File: config.mk
export PLATFORM = sky130hd
export DESIGN_NAME = thermal_fan_level_policy_top
export DESIGN_NICKNAME = d
export VERILOG_FILES = /design/src/tflp_pkg.sv /design/src/tflp_lane.sv /design/src/tflp_merge.sv /design/src/thermal_fan_level_policy_top.sv
export SDC_FILE = /design/constraint.sdc
export NUM_CORES = 1
export LEC_CHECK = 0
export BUFFER_PORTS_ARGS = -buffer_cell sky130_fd_sc_hd__buf_2
export CAP_MARGIN = 20
export CORE_MARGIN = 2
export CORE_UTILIZATION = 48
export DETAILED_ROUTE_END_ITERATION = 8
export GPL_ROUTABILITY_DRIVEN = 0
export HOLD_SLACK_MARGIN = 0.12
export PLACE_DENSITY = 0.83
export RECOVER_POWER = 50
export SLEW_MARGIN = 10
export SYNTH_ARGS = -nofsm -noshare
export SYNTH_HDL_FRONTEND = slang
export SYNTH_HIERARCHICAL = 1
export SYNTH_SLANG_ARGS = --single-unit
File: constraint.sdc
create_clock -name clk -period 3.7 [get_ports clk]
set_input_delay 0 -clock clk [delete_from_list [all_inputs] [get_ports clk]]
set_output_delay 0 -clock clk [all_outputs]
set_load 0.01 [all_outputs]
File: src/tflp_pkg.sv
`default_nettype none

package tflp_pkg;

  // Field widths.
  localparam int TEMP_W     = 19;
  localparam int DUTY_W     = 7;
  localparam int FAN_MASK_W = 6;
  localparam int TBL_LEN    = 8;

  typedef logic signed [TEMP_W-1:0] temp_t;
  typedef logic [DUTY_W-1:0]        duty_t;

  // Fan levels.
  typedef enum logic [1:0] {
    LVL_INIT = 2'd0,
    LVL_DEF  = 2'd1,
    LVL_MID  = 2'd2,
    LVL_MAX  = 2'd3
  } level_t;

  // Duty cycles in percent.
  localparam duty_t DUTY_FULL = 7'd100;
  localparam duty_t DUTY_HIGH = 7'd75;
  localparam duty_t DUTY_LOW  = 7'd50;
  localparam duty_t DUTY_NONE = 7'd0;

  // Per-sensor thresholds in millidegrees, back-to-front airflow.
  localparam temp_t B2F_UP [TBL_LEN] = '{
    19'sd61500, 19'sd51500, 19'sd49400, 19'sd49400,
    19'sd45100, 19'sd46750, 19'sd48000, 19'sd38500};
  localparam temp_t B2F_DOWN [TBL_LEN] = '{
    19'sd57000, 19'sd47300, 19'sd45000, 19'sd45100,
    19'sd40750, 19'sd42100, 19'sd44000, 19'sd35000};

  // Per-sensor thresholds in millidegrees, front-to-back airflow.
  localparam temp_t F2B_DEF_MID [TBL_LEN] = '{
    19'sd67000, 19'sd62000, 19'sd65000, 19'sd59000,
    19'sd58500, 19'sd63000, 19'sd69000, 19'sd49000};
  localparam temp_t F2B_MID_MAX [TBL_LEN] = '{
    19'sd70000, 19'sd66000, 19'sd68000, 19'sd62000,
    19'sd62000, 19'sd67000, 19'sd77000, 19'sd50000};
  localparam temp_t F2B_MAX_MID [TBL_LEN] = '{
    19'sd59000, 19'sd53500, 19'sd55300, 19'sd50300,
    19'sd50000, 19'sd52500, 19'sd59000, 19'sd41100};
  localparam temp_t F2B_MID_DEF [TBL_LEN] = '{
    19'sd55800, 19'sd50500, 19'sd51100, 19'sd47600,
    19'sd45750, 19'sd50100, 19'sd57000, 19'sd36600};

  // What one sensor lane found for the selected airflow direction.
  typedef struct packed {
    logic raise_mid;   // at or above the default-to-mid threshold
    logic raise_max;   // at or above the raise-to-max threshold
    logic lower_a;     // at or below the lowering threshold from max
    logic lower_b;     // at or below the mid-to-default threshold
  } lane_flags_t;

  // Outcome of one tick.
  typedef struct packed {
    logic   duty_write;
    duty_t  duty_value;
    level_t level;
    logic   fail;
  } step_result_t;

  // Duty that belongs to a level; zero where the level has none.
  function automatic duty_t level_duty(input level_t lvl, input logic b2f);
    duty_t d;
    d = DUTY_NONE;
    case (lvl)
      LVL_DEF: d = b2f ? DUTY_HIGH : DUTY_LOW;
      LVL_MID: d = b2f ? DUTY_NONE : DUTY_HIGH;
      LVL_MAX: d = DUTY_FULL;
      default: d = DUTY_NONE;
    endcase
    return d;
  endfunction

endpackage

`default_nettype wire

File: src/tflp_lane.sv
`default_nettype none

module tflp_lane
  import tflp_pkg::*;
#(
  parameter int LANE_IDX = 0
) (
  input  wire temp_t       temp,
  input  wire logic        back_to_front,
  output lane_flags_t      flags
);

  logic b2f_up, b2f_down;
  logic f2b_mid, f2b_max, f2b_max_mid, f2b_mid_def;

  // Threshold compares for this sensor.
  assign b2f_up      = temp >= B2F_UP[LANE_IDX];
  assign b2f_down    = temp <= B2F_DOWN[LANE_IDX];
  assign f2b_mid     = temp >= F2B_DEF_MID[LANE_IDX];
  assign f2b_max     = temp >= F2B_MID_MAX[LANE_IDX];
  assign f2b_max_mid = temp <= F2B_MAX_MID[LANE_IDX];
  assign f2b_mid_def = temp <= F2B_MID_DEF[LANE_IDX];

  // Select the set that the airflow direction uses.
  always_comb begin
    if (back_to_front) begin
      flags.raise_mid = 1'b0;
      flags.raise_max = b2f_up;
      flags.lower_a   = b2f_down;
      flags.lower_b   = 1'b0;
    end else begin
      flags.raise_mid = f2b_mid;
      flags.raise_max = f2b_max;
      flags.lower_a   = f2b_max_mid;
      flags.lower_b   = f2b_mid_def;
    end
  end

endmodule

`default_nettype wire

File: src/tflp_merge.sv
`default_nettype none

module tflp_merge
  import tflp_pkg::*;
#(
  parameter int NUM_LANES = 8
) (
  input  wire lane_flags_t [NUM_LANES-1:0] flags,
  input  wire logic                        back_to_front,
  input  wire logic                        fan_bad,
  input  wire logic                        sensor_error,
  input  wire duty_t                       duty_now,
  input  wire level_t                      level_cur,
  input  wire logic                        fail_cur,
  output step_result_t                     result
);

  logic   any_mid, any_max, all_a, all_b;
  level_t lvl;
  logic   fail_next;
  duty_t  new_duty;

  // Reduce the lane findings.
  always_comb begin
    any_mid = 1'b0;
    any_max = 1'b0;
    all_a   = 1'b1;
    all_b   = 1'b1;
    for (int i = 0; i < NUM_LANES; i++) begin
      any_mid = any_mid | flags[i].raise_mid;
      any_max = any_max | flags[i].raise_max;
      all_a   = all_a & flags[i].lower_a;
      all_b   = all_b & flags[i].lower_b;
    end
  end

  // Next level. A hot sensor that selects max wins over every other sensor, so the
  // lowering conditions only count when no sensor reached max.
  always_comb begin
    lvl = (level_cur == LVL_INIT) ? LVL_DEF : level_cur;
    if (any_max) begin
      lvl = LVL_MAX;
    end else if (back_to_front) begin
      if (all_a && level_cur == LVL_MAX) lvl = LVL_DEF;
    end else begin
      if (any_mid && (lvl == LVL_INIT || lvl == LVL_DEF)) lvl = LVL_MID;
      if (all_a && level_cur == LVL_MAX) lvl = LVL_MID;
      if (all_b && level_cur == LVL_MID) lvl = LVL_DEF;
    end
  end

  assign fail_next = fail_cur | fan_bad;
  assign new_duty  = level_duty(lvl, back_to_front);

  // Duty write decision.
  always_comb begin
    result.duty_write = 1'b0;
    result.duty_value = DUTY_NONE;
    result.level      = lvl;
    result.fail       = fail_next;
    if (sensor_error) begin
      result.duty_write = 1'b1;
      result.duty_value = DUTY_HIGH;
      result.level      = level_cur;
      result.fail       = fail_cur;
    end else begin
      if (fan_bad && duty_now != DUTY_FULL) begin
        result.duty_write = 1'b1;
        result.duty_value = DUTY_FULL;
      end
      if (lvl != level_cur && !fail_next) begin
        if (new_duty == DUTY_NONE) begin
          result.duty_write = 1'b1;
          result.duty_value = DUTY_FULL;
        end else if (new_duty != duty_now) begin
          result.duty_write = 1'b1;
          result.duty_value = new_duty;
        end
      end
    end
  end

endmodule

`default_nettype wire

File: src/thermal_fan_level_policy_top.sv
// Thermal fan level policy.
// Item channel (item_valid/item_ready): one tick of eight sensor temperatures,
// airflow direction, bad fan mask, sensor error flag and the applied duty.
// Result channel (result_valid/result_ready): duty write request, duty value,
// fan level and latched fan failure flag after the tick.
// Sensor compares, the lane merge and the level update are combinational and
// the result is registered at the item transfer, so one item transfers per
// cycle while the receiver keeps up. The level register and the
// fail latch update at the item transfer, so the next tick sees them at once.
// The result register holds its contents while the receiver stalls; a new item
// is taken in the same cycle that the held result transfers.
// Reset sets the fan level to init, clears the fail latch and empties the
// result register.
`default_nettype none

module thermal_fan_level_policy_top
  import tflp_pkg::*;
#(
  parameter int NUM_SENSORS = 8,
  parameter int NUM_FANS    = 6
) (
  input  wire logic                     clk,
  input  wire logic                     rst,
  input  wire logic                     item_valid,
  output logic                          item_ready,
  input  wire logic signed [TEMP_W-1:0] temp_s0,
  input  wire logic signed [TEMP_W-1:0] temp_s1,
  input  wire logic signed [TEMP_W-1:0] temp_s2,
  input  wire logic signed [TEMP_W-1:0] temp_s3,
  input  wire logic signed [TEMP_W-1:0] temp_s4,
  input  wire logic signed [TEMP_W-1:0] temp_s5,
  input  wire logic signed [TEMP_W-1:0] temp_s6,
  input  wire logic signed [TEMP_W-1:0] temp_s7,
  input  wire logic                     back_to_front,
  input  wire logic [FAN_MASK_W-1:0]    fan_bad_mask,
  input  wire logic                     sensor_error,
  input  wire logic [DUTY_W-1:0]        duty_now,
  output logic                          result_valid,
  input  wire logic                     result_ready,
  output logic                          duty_write,
  output logic [DUTY_W-1:0]             duty_value,
  output logic [1:0]                    level_out,
  output logic                          fail_out
);

  localparam int NumLanes = (NUM_SENSORS < TBL_LEN) ? NUM_SENSORS : TBL_LEN;
  localparam int FanBits  = (NUM_FANS < FAN_MASK_W) ? NUM_FANS : FAN_MASK_W;
  localparam logic [FAN_MASK_W-1:0] FanMask =
    FAN_MASK_W'((64'd1 << FanBits) - 64'd1);

  temp_t                      temps [TBL_LEN];
  lane_flags_t [NumLanes-1:0] flags;
  step_result_t               step;
  level_t                     fan_level;
  logic                       fail_latched;
  logic                       item_xfer;
  logic                       fan_bad;

  assign temps[0] = temp_s0;
  assign temps[1] = temp_s1;
  assign temps[2] = temp_s2;
  assign temps[3] = temp_s3;
  assign temps[4] = temp_s4;
  assign temps[5] = temp_s5;
  assign temps[6] = temp_s6;
  assign temps[7] = temp_s7;

  // One compare lane per sensor in use.
  for (genvar g = 0; g < NumLanes; g++) begin : g_lane
    tflp_lane #(
      .LANE_IDX (g)
    ) u_lane (
      .temp          (temps[g]),
      .back_to_front (back_to_front),
      .flags         (flags[g])
    );
  end

  assign fan_bad = |(fan_bad_mask & FanMask);

  // Merge lanes with the current state.
  tflp_merge #(
    .NUM_LANES (NumLanes)
  ) u_merge (
    .flags         (flags),
    .back_to_front (back_to_front),
    .fan_bad       (fan_bad),
    .sensor_error  (sensor_error),
    .duty_now      (duty_now),
    .level_cur     (fan_level),
    .fail_cur      (fail_latched),
    .result        (step)
  );

  assign item_ready = !result_valid || result_ready;
  assign item_xfer  = item_valid && item_ready;

  // Policy state.
  always_ff @(posedge clk) begin
    if (rst) begin
      fan_level    <= LVL_INIT;
      fail_latched <= 1'b0;
    end else if (item_xfer) begin
      fan_level    <= step.level;
      fail_latched <= step.fail;
    end
  end

  // Result register valid.
  always_ff @(posedge clk) begin
    if (rst) begin
      result_valid <= 1'b0;
    end else if (item_xfer) begin
      result_valid <= 1'b1;
    end else if (result_ready) begin
      result_valid <= 1'b0;
    end
  end

  // Result register payload.
  always_ff @(posedge clk) begin
    if (item_xfer) begin
      duty_write <= step.duty_write;
      duty_value <= step.duty_value;
      level_out  <= step.level;
      fail_out   <= step.fail;
    end
  end

  // A sensor error always requests the high duty.
  a_sensor_error_duty: assert property (@(posedge clk) disable iff (rst)
    (item_xfer && sensor_error) |=>
      (result_valid && duty_write && duty_value == DUTY_HIGH))
    else $error("sensor error did not request high duty");

  // The fail latch never clears outside reset.
  a_fail_sticky: assert property (@(posedge clk) disable iff (rst)
    fail_latched |=> fail_latched)
    else $error("fan fail latch cleared");

  // Once the level leaves init it never returns there.
  a_level_no_init: assert property (@(posedge clk) disable iff (rst)
    (fan_level != LVL_INIT) |=> (fan_level != LVL_INIT))
    else $error("fan level returned to init");

  // A result without a write carries a zero duty.
  a_idle_duty_zero: assert property (@(posedge clk) disable iff (rst)
    (result_valid && !duty_write) |-> (duty_value == DUTY_NONE))
    else $error("nonzero duty without write");

  // The registered result matches the state it reports.
  a_result_state: assert property (@(posedge clk) disable iff (rst)
    item_xfer |=> (level_out == fan_level && fail_out == fail_latched))
    else $error("result does not match policy state");

endmodule

`default_nettype wire

# ---- After elaboration in Yosys (flattened, before gate mapping)
# Index checks and enable logic that the tools add are counted.
dict set report word_totals {
  in_bits 171
  word_cells 133
  ff_bits 15
}
dict set report classes {
  muxes 25
  bitwise 29
  eq_ne 9
  n_lt_le_gt_ge 48
  reduce_logical 15
}
# operator n
set ops {}
lappend ops {{$le 19x17->1 const B} 24}
lappend ops {{$ge 19x17->1 const B} 17}
lappend ops {{$ge 19x18->1 const B} 7}
lappend ops {{$mux 4} 8}
lappend ops {{$mux 8} 4}
lappend ops {{$pmux 7 s3} 1}
lappend ops {{$or 1x1->1} 15}
lappend ops {{$and 1x1->1} 14}
lappend ops {{$mux 2} 7}
lappend ops {{$mux 7} 2}
lappend ops {{$eq 2x2->1 const B} 4}
lappend ops {{$logic_not 7->1} 1}
lappend ops {{$ne 7x7->1} 1}
lappend ops {{$ne 7x7->1 const B} 1}
lappend ops {{$logic_and 1x1->1} 6}
lappend ops {{$reduce_or 6->1} 1}
lappend ops {{$eq 2x1->1 const B} 2}
lappend ops {{$logic_not 2->1} 2}
lappend ops {{$mux 3} 1}
lappend ops {{$logic_not 1->1} 2}
lappend ops {{$logic_or 1x1->1} 2}
lappend ops {{$mux 1} 2}
lappend ops {{$ne 2x2->1} 1}
lappend ops {{$reduce_bool 2->1} 1}

# ---- Longest topological paths before layout
dict set report logic_depth {
  depth_word 21
  depth_mapped 14
  depth_no_buf 14
}

# ---- Cells and area by module
# The synthesis kept the hierarchy.
# mod area_per_inst_um2 seq_area_each_um2 cells_per_inst instances
set by_module_without_submodules {}
lappend by_module_without_submodules {thermal_fan_level_policy_top 529.3 410.4 33 1}
lappend by_module_without_submodules {tflp_merge 506.7 0.0 80 1}
lappend by_module_without_submodules {{tflp_lane at g_lane[4].u_lane} 407.9 0.0 64 1}
lappend by_module_without_submodules {{tflp_lane at g_lane[7].u_lane} 392.9 0.0 59 1}
lappend by_module_without_submodules {{tflp_lane at g_lane[5].u_lane} 350.3 0.0 58 1}
lappend by_module_without_submodules {{tflp_lane at g_lane[6].u_lane} 329.1 0.0 52 1}
lappend by_module_without_submodules {{tflp_lane at g_lane[2].u_lane} 322.8 0.0 52 1}
lappend by_module_without_submodules {{tflp_lane at g_lane[0].u_lane} 311.5 0.0 52 1}
lappend by_module_without_submodules {{tflp_lane at g_lane[1].u_lane} 310.3 0.0 50 1}
lappend by_module_without_submodules {{tflp_lane at g_lane[3].u_lane} 264.0 0.0 43 1}

# ---- Worst setup path before layout
# No wires, ideal clock.
dict set report synth_path {
  path_kind {input port to flip-flop}
  start {in temp_s4[6]}
  end {reg duty_value[3] (data pin)}
  path_stages 12
  setup_ns 0.251
  path_slack_ns 0.705
  path_buffers 1
  t_arrival_ns 2.743
  path_cell_list {or4_1 > o21ai_1 > a21boi_1 > o41a_1 > or4_4 > nor4_4 > o21ba_2 > and4b_1 > a21oi_2 > o31ai_4 > o31ai_1 > buf_4}
}
# item line_no
set synth_lines {}
lappend synth_lines {{start: declaration} thermal_fan_level_policy_top.sv:30} ;# input wire logic signed [TEMP_W-1:0] temp_s4,
lappend synth_lines {{end signal: assignment} thermal_fan_level_policy_top.sv:124} ;# duty_value <= step.duty_value;
lappend synth_lines {{end: declaration} thermal_fan_level_policy_top.sv:41} ;# output logic [DUTY_W-1:0] duty_value,

==> impl_metrics.ini <==
[outcome]
status = completed

[layout]
multiInputGateArea_um2 = 3190
final_design_area_excluding_fillers_um2 = 4770
regArea_um2 = 410
nNetsFinal = 894
commonest_non_fill_non_tap_cell_in_the_layout = sky130_fd_sc_hd__buf_2
synthToLayoutAreaGrowth_pct = 28.0
finalCoreUtilization = 0.627
ratio_of_cells_with_drive_above_1_in_the_final_layout = 0.296
insertedDiodeCount = 0
mostFrequentLayoutCells = sky130_fd_sc_hd__buf_2, sky130_fd_sc_hd__nor2_1, sky130_fd_sc_hd__nand2_1
final.fill_count = 719

[synthesis]
synthFlopType = sky130_fd_sc_hd__edfxtp_1
post_synth_num_cell_types = 91
synth.yosys.seq_area_share = 0.110
synthesis.nets = 714
syn_avg_cell_area_um2 = 6.86
synthesis.yosys.warnings = 6
leading_post_synthesis_cells_by_cell_area = sky130_fd_sc_hd__edfxtp_1, sky130_fd_sc_hd__nor2_1, sky130_fd_sc_hd__nor3_1
postSynthCellCount = 543
synth_enable_flop_cells = 11
syn-cell-area_um2 = 3720
synth_top_area_cell = sky130_fd_sc_hd__edfxtp_1
share_of_synthesized_registers_carrying_an_async_set_or_reset = 0
share_of_the_synthesized_area_in_the_top_cell_type = 0.0887
number_of_flip_flops_and_latches_in_the_synthesized_netlist = 15

[sta]
final_hold_viol_count = 0
max_slew_margin = 0.504
fmaxAchievable_mhz = 328
setup_viol_count_final = 0
slew_violations = 0
setup-tns-final_ps = 0
finalClockSkew_ps = 2.03
grt_setup_unrepaired = false
period_minus_slack_ps = 3050
timing.final.crit_share = 0.823
fin_worst_hold_slack_ps = 196
worst_pin_slew_ps = 737

[clock_network]
cts_tree = done
htree_levels = 1
post_cts_resize_count = 0
path_clk_slew_ps = 50
clock_tree.buffer_depth = 2
tritoncts.num_buffers = 3
insertion_delay_ps = 250
tritoncts_num_sinks = 15
cts_root_buffer = sky130_fd_sc_hd__clkbuf_8

[global_routing]
grt_remaining_overflow = 0
grt_pass1_wl_mm = 20.6
grt_pass1_vias = 4867
antenna_found_initial = 0
grt_start_max_net_pins = 31
grt_usage = 0.283

[min_path]
timing.hold.worst_path_depth = 3
worstHoldStart = sensor_error
min_to = duty_write$_DFFE_PP_
worst_hold_path_type = primary input to flop

[floorplanning]
core_area_um2 = 7610
die_width_um = 92.1
core.rowCount = 32
die-area_um2 = 8480
initial_util = 0.490
boundaryPins = 184
die_y_um = 92.1

[setup_path]
endpoint_kind = flop
worst_reg2reg_path_startpoint = fan_level[1]$_SDFFE_PP0P_
reg2reg_depth = 7
worst_path_largest_cell_delay_ps = 520
startpoint_to_endpoint_class_of_the_critical_path = primary input to flop
required_ps = 3680
crit_slowest_cell = sky130_fd_sc_hd__or4_1
worst_ep_arrival_time_ps = 3030
cp-start-kind = primary input
worst-path-max-fanout = 8
rr_endpoint = duty_value[0]$_DFFE_PP_
cp_cell_sequence = buf_2 > or4_1 > o21ai_1 > a21boi_1 > o41a_1 > or4_4 > nor4_4 > o21ba_2 > and4b_1 > a21oi_2 > o31ai_4 > o31ai_1
reg2reg_slack_ps = 1410
timing.critical_path.from = temp_s4[6]

[detailed_routing]
wl_mm = 12.9
initialDrtViolationCount = 375
drt-wirelength-per-cell_um = 15.7
avgViaCountPerCell = 6.64
drc_markers = 0
dr.pass1.iters = 5
final_antenna_net_count = 0
num_vias = 5474

[pwr]
power_per_cell_area_nw_per_um2 = 155
total_leakage_power_uw = 0.00175
worst_ir_drop_vdd_uv = 99.8

[run]
maxCapViolations = 0

[placement]
post-dp-hpwl_mm = 10.6
postPlaceCellArea_um2 = 4720
place.port_buffers = 183
-- kinds of logic (layout without fill, tap and decap cells) --
kind of cell	count (synthesis)	after routing	share of synthesized area
buf+inv	27	206	0.0319
xor+xnor	1	1	0.00235
flops	15	15	0.110
compound gates	205	205	0.405
simple gates	295	295	0.450
-- final cells by class --
type | count | area share
Sequential cell | 15 | 0.0861
Inverter | 14 | 0.0110
Multi-Input combinational cell | 501 | 0.668
Tap cell | 102 | 0.0268
Clock buffer | 4 | 0.00945
Timing Repair Buffer | 188 | 0.198
-- power breakdown --
part           switching (uW)  internal, uW  total [uW]
logic                     243           171         415
clock network            52.3          76.2         129
registers                5.43           192         197
total                     301           439         740
-- worst max-delay path by stage --
stage	cells past startpoint	end	slack, ps
floorplan	12	duty_value[3]$_DFFE_PP_	710
global placement	12	duty_value[0]$_DFFE_PP_	490
detailed placement	12	duty_value[0]$_DFFE_PP_	420
CTS	12	duty_value[3]$_DFFE_PP_	670
global route	12	duty_value[3]$_DFFE_PP_	440
finish	12	duty_value[0]$_DFFE_PP_	650
-- Yosys cell counts, types with 8 or more instances --
cell type                  number
sky130_fd_sc_hd__or3_1         12
sky130_fd_sc_hd__nand3_1       25
sky130_fd_sc_hd__nor3_1        36
sky130_fd_sc_hd__a211oi_1      16
sky130_fd_sc_hd__nor4_1        18
sky130_fd_sc_hd__nor2_1        60
sky130_fd_sc_hd__o211ai_1      10
sky130_fd_sc_hd__o21ai_0       28
sky130_fd_sc_hd__a31oi_1       18
sky130_fd_sc_hd__a21oi_1       33
sky130_fd_sc_hd__nand2_1       41
sky130_fd_sc_hd__nand2b_1      10
sky130_fd_sc_hd__nand4_1       28
sky130_fd_sc_hd__edfxtp_1      11
sky130_fd_sc_hd__nand4b_1       8
sky130_fd_sc_hd__inv_1         14
-- routing by layer --
metal / share of wire / up-vias / track usage
li1: - / 2616 / -
met1: 0.40 / 2487 / 0.342
met2: 0.48 / 331 / 0.507
met3: 0.094 / 40 / 0.0386
met4: 0.026 / 0 / 0.104
met5: 0 / - / 0
-- critical path, delay by kind of cell --
| kind | cells | cell delay, ps |
|---|---|---|
| buffers and inverters | 1 | 140 |
| and+or+nand+nor | 4 | 1570 |
| AOI/OAI and AO/OA | 7 | 1300 |
-- state kept, by name, indices dropped and copies added (netlist names) --
register / flops
duty_value: 7
duty_write: 1
level_out: 2
fail_latched: 1
result_valid: 1
fail_out: 1
fan_level: 2
-- timing repair --
| item | 4_1_cts | 5_1_grt |
|---|---|---|
| hold endpoints to repair | 4 | 0 |
| setup buffers | 0 | 0 |
| hold buffers | 3 | 0 |
-- stage by stage --
step                std cells  setup WS, ps  total power, uW
finish                    824           654              740
detailed placement        817           420              605
global placement          817           492              593
CTS                       824           667              736
floorplan                 543           705              391
global route              824           437              788
No activity file was read; power rests on OpenSTA's default activity.
